<file path="src/sv/vspvc_pkg.sv">
`default_nettype none
// ----------------------------------------------------------------------------
// vspvc_pkg
// Shared constants, types and the angle table for the velocity controller.
// ----------------------------------------------------------------------------
package vspvc_pkg;

  localparam int CORDIC_STEPS_DEF = 16;
  localparam int ANGLE_ENTRIES    = 24;

  // cordic datapath width: the scaled speed reaches about 2^44 with cordic gain
  localparam int CW = 48;

  localparam logic [31:0] TURN_HALF = 32'h8000_0000;
  localparam logic [31:0] CORDIC_K  = 32'd652032874;

  // configuration register indexes
  localparam logic [2:0] REG_TARGET_WIDTH  = 3'd0;
  localparam logic [2:0] REG_TARGET_CENTER = 3'd1;
  localparam logic [2:0] REG_DIST_KP       = 3'd2;
  localparam logic [2:0] REG_DIST_KI       = 3'd3;
  localparam logic [2:0] REG_TURN_KP       = 3'd4;
  localparam logic [2:0] REG_TURN_KI       = 3'd5;
  localparam logic [2:0] REG_STEP_TIME     = 3'd6;

  // commands from the controller to the datapath
  typedef struct packed {
    logic load;      // capture the accepted item and start
    logic att_init;  // set up atan2 vectoring
    logic integ;     // update both integrators
    logic mul_a;     // first command products
    logic mul_b;     // second command products
    logic cmd;       // sum, clamp and round commands
    logic rot_init;  // set up the rotation
    logic iter;      // one cordic step
    logic head_wr;   // store heading
    logic fin;       // round velocity into output register
  } vspvc_cmd_t;

  typedef struct packed {
    logic is_att;
    logic iter_last;
  } vspvc_sts_t;

  function automatic logic [31:0] angle_at(input logic [4:0] i);
    logic [31:0] a;
    begin
      unique case (i)
        5'd0:  a = 32'h20000000; 5'd1:  a = 32'h12E4051E;
        5'd2:  a = 32'h09FB385B; 5'd3:  a = 32'h051111D4;
        5'd4:  a = 32'h028B0D43; 5'd5:  a = 32'h0145D7E1;
        5'd6:  a = 32'h00A2F61E; 5'd7:  a = 32'h00517C55;
        5'd8:  a = 32'h0028BE53; 5'd9:  a = 32'h00145F2F;
        5'd10: a = 32'h000A2F98; 5'd11: a = 32'h000517CC;
        5'd12: a = 32'h00028BE6; 5'd13: a = 32'h000145F3;
        5'd14: a = 32'h0000A2FA; 5'd15: a = 32'h0000517D;
        5'd16: a = 32'h000028BE; 5'd17: a = 32'h0000145F;
        5'd18: a = 32'h00000A30; 5'd19: a = 32'h00000518;
        5'd20: a = 32'h0000028C; 5'd21: a = 32'h00000146;
        5'd22: a = 32'h000000A3; 5'd23: a = 32'h00000051;
        default: a = 32'h0;
      endcase
      return a;
    end
  endfunction

endpackage
`default_nettype wire

</file>
<file path="src/sv/vspvc_ctrl.sv">
`default_nettype none
// ----------------------------------------------------------------------------
// vspvc_ctrl
// Sequencer: integrate, command, cordic, output (attitude items: cordic only).
// ----------------------------------------------------------------------------
module vspvc_ctrl (
  input  wire logic                 clk,
  input  wire logic                 rst_n,
  input  wire logic                 in_valid,
  output logic                      in_ready,
  output logic                      out_valid,
  input  wire logic                 out_ready,
  input  wire vspvc_pkg::vspvc_sts_t sts,
  output vspvc_pkg::vspvc_cmd_t     cmd
);

  typedef enum logic [9:0] {
    S_IDLE  = 10'b0000000001,
    S_DISP  = 10'b0000000010,
    S_INTEG = 10'b0000000100,
    S_MULA  = 10'b0000001000,
    S_MULB  = 10'b0000010000,
    S_CMD   = 10'b0000100000,
    S_ROTI  = 10'b0001000000,
    S_ITER  = 10'b0010000000,
    S_DONE  = 10'b0100000000,
    S_HOLD  = 10'b1000000000
  } state_t;

  state_t state_r, state_nxt;
  logic   out_valid_r, out_valid_nxt;

  // state register
  always_ff @(posedge clk) begin
    if (!rst_n) begin
      state_r     <= S_IDLE;
      out_valid_r <= 1'b0;
    end else begin
      state_r     <= state_nxt;
      out_valid_r <= out_valid_nxt;
    end
  end

  assign in_ready  = (state_r == S_IDLE);
  assign out_valid = out_valid_r;

  // next state and commands
  always_comb begin
    state_nxt     = state_r;
    out_valid_nxt = out_valid_r && !out_ready;
    cmd           = '0;
    unique case (state_r)
      S_IDLE: begin
        if (in_valid) begin
          cmd.load  = 1'b1;
          state_nxt = S_DISP;
        end
      end
      S_DISP: begin
        if (sts.is_att) begin
          cmd.att_init = 1'b1;
          state_nxt    = S_ITER;
        end else begin
          state_nxt = S_INTEG;
        end
      end
      S_INTEG: begin
        cmd.integ = 1'b1;
        state_nxt = S_MULA;
      end
      S_MULA: begin
        cmd.mul_a = 1'b1;
        state_nxt = S_MULB;
      end
      S_MULB: begin
        cmd.mul_b = 1'b1;
        state_nxt = S_CMD;
      end
      S_CMD: begin
        cmd.cmd   = 1'b1;
        state_nxt = S_ROTI;
      end
      S_ROTI: begin
        cmd.rot_init = 1'b1;
        state_nxt    = S_ITER;
      end
      S_ITER: begin
        cmd.iter = 1'b1;
        if (sts.iter_last) state_nxt = S_DONE;
      end
      S_DONE: begin
        if (sts.is_att) begin
          cmd.head_wr = 1'b1;
          state_nxt   = S_IDLE;
        end else if (!out_valid_r || out_ready) begin
          cmd.fin       = 1'b1;
          out_valid_nxt = 1'b1;
          state_nxt     = S_IDLE;
        end else begin
          state_nxt = S_HOLD;
        end
      end
      S_HOLD: begin
        if (!out_valid_r || out_ready) begin
          cmd.fin       = 1'b1;
          out_valid_nxt = 1'b1;
          state_nxt     = S_IDLE;
        end
      end
      default: state_nxt = S_IDLE;
    endcase
  end

endmodule
`default_nettype wire

</file>
<file path="config.mk">
export PLATFORM = sky130hd
export DESIGN_NAME = vspvc_ctrl
export DESIGN_NICKNAME = d
export VERILOG_FILES = /design/src/sv/vspvc_pkg.sv /design/src/sv/vspvc_ctrl.sv
export SDC_FILE = /design/constraint.sdc
export NUM_CORES = 1
export LEC_CHECK = 0
export ABC_AREA = 1
export ABC_CLOCK_PERIOD_IN_PS = 1100
export BUFFER_PORTS_ARGS = -buffer_cell sky130_fd_sc_hd__buf_2
export CAP_MARGIN = 10
export CORE_UTILIZATION = 41
export CTS_CLUSTER_SIZE = 30
export DETAILED_ROUTE_END_ITERATION = 6
export GPL_ROUTABILITY_DRIVEN = 1
export PLACE_DENSITY = 0.74
export SLEW_MARGIN = 5
export SYNTH_ARGS = -nofsm -noshare
export SYNTH_HDL_FRONTEND = slang
export SYNTH_SLANG_ARGS = --single-unit
</file>
<file path="constraint.sdc">
create_clock -name clk -period 1.1 [get_ports clk]
set_input_delay 0.165 -clock clk [delete_from_list [all_inputs] [get_ports clk]]
set_output_delay 0.165 -clock clk [all_outputs]
set_load 0.03 [all_outputs]
</file>
==> impl_results.md, run 1 <==
- H-tree Lvls: 1
- Synth Warn #: 0
- CP top delay family: simple AND/OR/NAND/NOR gates
- Syn_nets: 117
- Maximum clock path buffer count: 2
- Ant. Diodes: 0
- PwrDens: 1020 nW/um^2
- Final Hold Vio Count: 0
- Finished layout cell area: ~1400 um^2
- Layout cells sized above 1: 72.2%
- Slowest CP cell: dfxtp_2
- Mean number of vias per cell: 4.78
- Die Height: 45.1 um
- Mapped cell area: 762 um^2
- Max-slew violations: 0
- Status: finished, violations left
- HP Class: in -> reg
- Finish-stage setup viols: 22
- TritonRoute pass-1 iters: 4
- # DRC: 0
- Critical Path RT: 0.94 ns
- I/O pin count: 18
- FP Rows: 15
- Worst slew pin tran: 0.430 ns
- Final worst path period share: 154%
- Antenna violations before repair: 0
- CP Max Fanout: 3
- Gpl congestion: ~0.86
- Fin Setup TNS: -8.91 ns
- CP Class: reg -> out
- GRT Total Usage: 28.1%
- Most common cell after layout, fill and taps aside: buf_4
- Num CTS Buffers: 3
- Register clock-pin slew on the reported worst setup and hold paths: ~0.090 ns
- Core area: between 1500 and 2000 um^2
- Largest net degree at the start of global routing: 9
- Overall power: 1.44 mW
- Fmax: 590 MHz
- Clock skew: 0.00881 ns
- Buf+Inv Stages, Crit Path: 3
- Violation count after the first detailed-routing iteration: 17
- Number of global-route vias before repair: ~880
- Crit-path max cell delay: 0.35 ns
- Setup crit start kind: flop
- Hold Buf Count CTS: 0
- Worst skew pair latency: 0.28 ns
- Most frequent cells in the layout: buf_4, inv_1, buf_6, nor2_4, nand2_1
- Peak supply drop: between 0.6 and 0.7 mV
- CP Capture Type: primary output
- Width of the die: between 40 and 50 um
- Clock root buffer: clkbuf_4
- Die area: between 2000 and 2500 um^2
- Clk sinks: 11
- Post-DP HPWL: 1520 um
- Count of cell types in the netlist: 21
- CP arrival: between 1.5 and 2 ns
- Leakage: between 0.7 and 0.8 nW
- Detailed-route wire length per cell: 14.1 um
- Seq/Total Area, Yosys: between 20% and 30%
- #FFs+latches synth: 11
- Area after DPL: about 1100 um^2
- Drt total wl: roughly 2600 um
- Post-Syn Instances: 111
- Antenna Nets Post-Route: 0
- WHS: 0.0885 ns
- IO Port Bufs: 17
- Failing checks: negative setup slack
- GRT Residual Overflow: 0
- Worst setup margin: -0.594 ns
- Via count: 894
- Initial Util: 44.1%
- Max-Cap Viols: 0
- Syn Area/Cell: 6.86 um^2
- Shortest period the worst path allows: around 1.7 ns
- Max_slew headroom: 71.3%
- Worst-path cell chain: nor2_4 > nand2_4 > nor3_4 > inv_2 > o21ai_2 > inv_2 > nor2_4 > buf_6
- RSZ-0062 raised after global routing: yes
- First-pass GRT wire length: 4020 um
- TritonCTS clock tree: built
- Post-layout net count: 169
- Area Overhead vs Synth: 84.7%
[kinds of logic after synthesis]
family                 share of synthesized area, %
AND/OR/NAND/NOR                                52.1
buffers and inverters                          14.6
flip-flops                                     28.9
AO/OA/AOI/OAI                                  4.43
[cell type report]
cell class	count	area [um^2]
multi-input combinational	71	576
inverter	29	119
clock buffer	4	26.3
fill	96	319
timing repair buffer	47	418
tap	25	31.3
sequential	11	238
[per-stage QoR]
| stage | utilization (%) | instances | setup WS (ns) |
|---|---|---|---|
| floorplan | - | 111 | -0.255 |
| global placement | 61.8 | 170 | -0.284 |
| detailed placement | 61.8 | 170 | -0.302 |
| CTS | 79.3 | 185 | -0.545 |
| global route | 81.5 | 187 | -0.643 |
| finish | 81.5 | 187 | -0.594 |
[path summary, 6_finish.rpt]
kind                             end  depth (start not counted)  slack [ns]                    start
max                           cmd[0]                          8       -0.59  state_r[6]$_SDFFE_PN0P_
max reg2reg  state_r[0]$_SDFFE_PN1P_                         12       -0.50  state_r[6]$_SDFFE_PN0P_
min          state_r[2]$_SDFFE_PN0P_                          2        0.09                   sts[1]
min reg2reg  state_r[9]$_SDFFE_PN0P_                          3        0.66  state_r[8]$_SDFFE_PN0P_
[sequential cells by signal (all words and copies together) (netlist names)]
signal,flops
out_valid,1
state_r,10
[synth_stat cells]
library cell,number,area (um^2)
nand3_1,3,15.0
o21ai_0,1,5.00
nor3_1,1,5.00
o21ai_2,1,8.76
nor2_4,4,45.0
nor3_2,5,50.1
nor4_2,1,12.5
nand4_2,1,12.5
nand2_2,3,18.8
nor2_2,6,37.5
dfxtp_1,11,220
o21ai_1,1,5.00
inv_4,1,6.26
inv_2,4,15.0
nand2_4,4,45.0
a21oi_1,1,5.00
nor3_4,1,16.3
nand2_1,21,78.8
o211a_1,1,10.0
inv_1,24,90.1
nor2_1,16,60.1
[per-layer routing]
layer	vias to the layer above	routed length, um	GRT usage (%)	share of wire, %
met1	413	1010	32.4	38
met2	37	1420	50.4	54
li1	430	-	-	-
met5	-	0	0	0
met3	14	128	4.00	4.9
met4	0	74	13.3	2.8
[where the power goes]
group	leakage [nW]	internal [mW]	switching (mW)	total, mW
combinational	0.592	0.298	0.395	0.694
sequential	0.0947	0.415	0.0240	0.439
clock	0.0150	0.141	0.162	0.303
total	0.701	0.854	0.581	1.44
[what timing repair did]
action	in CTS	in global routing
pin swaps	13	3
resized for setup	52	8
buffers inserted	12	3
setup endpoints to repair	22	22
(Power assumes the default switching activity.)
==> inputs of run 2 (changes only) <==
--- a/config.mk
+++ b/config.mk
@@ -6,14 +6,14 @@
 export NUM_CORES = 1
 export LEC_CHECK = 0
 export ABC_AREA = 1
-export ABC_CLOCK_PERIOD_IN_PS = 1100
+export ABC_CLOCK_PERIOD_IN_PS = 1600
 export BUFFER_PORTS_ARGS = -buffer_cell sky130_fd_sc_hd__buf_2
 export CAP_MARGIN = 10
 export CORE_UTILIZATION = 41
 export CTS_CLUSTER_SIZE = 30
 export DETAILED_ROUTE_END_ITERATION = 6
 export GPL_ROUTABILITY_DRIVEN = 1
-export PLACE_DENSITY = 0.74
+export PLACE_DENSITY = 0.72
 export SLEW_MARGIN = 5
 export SYNTH_ARGS = -nofsm -noshare
 export SYNTH_HDL_FRONTEND = slang
==> constraint.sdc (replaced) <==
create_clock -name clk -period 1.6 [get_ports clk]
set_input_delay 0.24 -clock clk [delete_from_list [all_inputs] [get_ports clk]]
set_output_delay 0.24 -clock clk [all_outputs]
set_load 0.03 [all_outputs]
==> run 2 against run 1 <==
Compared with the run above: the run still ends with negative setup slack left; routed wire length fell by 16%; global-route usage fell by 7.9 points; sequential cell count did not move; combinational power fell by 43%; via count fell by 3.2%; non-clock buffer count fell by 9; sequential power fell by 31%; critical endpoint unchanged; largest power group unchanged; first-iteration DRC count did not move; die area did not move.
==> impl_results.md, run 2 (synthesis gave the netlist of run 1 again) <==
- Setup crit start kind: flop
- Num CTS Buffers: 3 (unchanged)
- Max reg flops: 10 (unchanged)
- HP Start: rst_n
- Clock skew: 0.0115 ns (+0.00273 ns)
- Initial Util: 44.1% (unchanged)
- Max_slew headroom: 74.3% (+3.0 points)
- Final worst path period share: 111%
- Detailed-route wire length per cell: 12.4 um (-12%)
- Failing checks: negative setup slack
- Cell internal pwr: 0.547 mW (-36%)
- CP top delay family: simple AND/OR/NAND/NOR gates
- Via count: 865 (-3.2%)
- Finish-stage setup viols: 17 (-23%)
- Gpl congestion: 0.787 (-8.6%)
- Width of the die: 45.1 um (unchanged)
- Most frequent cells in the layout: inv_1, buf_4, nor2_4, nand2_1, buf_6
- Sequential fraction of design power: 33.9% (+3.3 points)
- Net Switching: 0.353 mW (-39%)
- First-pass GRT wire length: 2990 um (-26%)
- H-tree Lvls: 1 (unchanged)
- PwrDens: 717 nW/um^2 (-30%)
- TritonRoute pass-1 iters: 4 (unchanged)
- Clk sinks: 11 (unchanged)
- Most common cell after layout, fill and taps aside: inv_1
- Post-DP HPWL: 1210 um (-20%)
- # DRC: 0 (unchanged)
- Status: finished, violations left
- Critical Path RT: 1.36 ns (+0.42 ns)
- Ant. Diodes: 0 (unchanged)
- Layout cells sized above 1: 64.1% (-8.2 points)
- Die area: 2030 um^2 (unchanged)
- GRT Total Usage: 20.2% (-7.9 points)
- RSZ-0062 raised after global routing: yes
- GRT Residual Overflow: 0 (unchanged)
- Clock root buffer: clkbuf_4
- Antenna Nets Post-Route: 0 (unchanged)
- Fmax: 563 MHz
- Number of global-route vias before repair: 741 (-16%)
- Largest net degree at the start of global routing: 9 (unchanged)
- Part of the power in the clock network: 21.7% (+0.6 points)
- Crit-path max cell delay: 0.35 ns (about the same)
- Buf+Inv Stages, Crit Path: 3 (unchanged)
- Worst slew pin tran: 0.385 ns (-0.0457 ns)
- CP Capture Type: primary output
- Final Hold Vio Count: 0 (unchanged)
- Sw Ratio: 39.2% (-1.3 points)
- Area Overhead vs Synth: 64.7%
- FP Rows: 15 (unchanged)
- Post-layout net count: 160 (-5.3%)
- Fin Setup TNS: -1.04 ns (+7.87 ns)
- Violation count after the first detailed-routing iteration: 17 (unchanged)
- Max-Cap Viols: 0 (unchanged)
- Worst setup margin: -0.175 ns (+0.419 ns)
- Leakage: 0.637 nW (-9.2%)
- Worst r2r src: state_r[0]$_SDFFE_PN1P_
- Shortest period the worst path allows: around 1.8 ns
- Crit path from: state_r[0]$_SDFFE_PN1P_
- CP arrival: 1.54 ns (about the same)
- Biggest register: state_r
- CP Class: reg -> out
- Worst-path cell chain: nor2_4 > nand2_4 > nor3_4 > inv_2 > o21ai_4 > inv_2 > nor2_4 > buf_6
- Max-slew violations: 0 (unchanged)
- Die Height: 45.1 um (unchanged)
- Core area: 1730 um^2 (unchanged)
- Combinational share of power: 44.4% (-3.9 points)
- Slowest CP cell: dfxtp_2
- Maximum clock path buffer count: 2 (unchanged)
- Mean number of vias per cell: 4.86 (+1.6%)
- Drt total wl: 2210 um (-16%)
- Antenna violations before repair: 0 (unchanged)
- I/O pin count: 18 (unchanged)
- CP Max Fanout: 3 (unchanged)
- Worst skew pair latency: 0.27 ns (about the same)
- HP Class: in -> reg
- Overall power: 0.900 mW (-37%)
- Register clock-pin slew on the reported worst setup and hold paths: 0.08 ns (about the same)
- TritonCTS clock tree: built
- Final core occ: 72.7% (-8.8 points)
- Peak supply drop: 0.459 mV (-29%)
- IO Port Bufs: 17 (unchanged)
==> run 2: changes by cell type in the layout (fill, tap and decap cells not counted), moves of 2 or more <==
cell	previous run	this run
dfxtp_1	1	3
nor2_1	8	11
buf_4	22	18
buf_6	18	12
clkbuf_4	3	5
nor2_4	16	14
==> run 2: stage by stage <==
stage          area (um^2)  hold WS, ns  cells  setup WS (ns)
6_report              1250        0.208    178         -0.175
5_1_grt               1250        0.213    178         -0.238
4_1_cts               1080        0.195    170         -0.142
3_5_place_dp           888        0.471    154         0.0300
3_3_place_gp           888        0.471    154         0.0708
2_1_floorplan          764        0.319    111         0.0968
==> run 2: final timing paths <==
path | endpoint | slack, ns | cells after the start
worst min register to register | state_r[9]$_SDFFE_PN0P_ | 0.60 | 2
worst min-delay path | out_valid$_SDFF_PN0_ | 0.21 | 3
worst max register to register | state_r[3]$_SDFFE_PN0P_ | -0.06 | 11
worst max-delay path | cmd[0] | -0.18 | 8
==> run 2: repair_timing <==
action	CTS	global route
hold buffers	0	0
endpoints found under the setup margin	9	17
pin swaps	11	12
gates resized for setup	28	37
buffers inserted	12	9
==> run 2: layout make-up <==
class / count / area (um^2)
fillers: 130 / 472
well taps: 25 / 31.3
flip-flops and latches: 11 / 233
clock buffers: 4 / 26.3
multi-input cells: 71 / 536
repair buffers: 38 / 315
inverters: 29 / 114
==> run 2: layer usage <==
metal / vias to the layer above / track usage (%) / routed length, um
li1: 410 / - / -
met2: 40 / 35.4 / 1160
met4: 0 / 7.27 / 31
met3: 4 / 2.80 / 90
met1: 411 / 25.1 / 922
met5: - / 0 / 0
==> run 2: power groups by stage <==
| stage | Combinational (mW) | Sequential (mW) | Clock [mW] |
|---|---|---|---|
| floorplan | 0.219 | 0.303 | 0 |
| global placement | 0.268 | 0.304 | 0 |
| detailed placement | 0.271 | 0.305 | 0 |
| CTS | 0.314 | 0.300 | 0.193 |
| global route | 0.421 | 0.306 | 0.213 |
| finish | 0.399 | 0.305 | 0.195 |
==> run 2: worst min-delay path, delay by kind of cell <==
| kind | cells | cell delay [ns] |
|---|---|---|
| AOI/OAI and AO/OA | 1 | 0.07 |
| buffers and inverters | 2 | 0.15 |
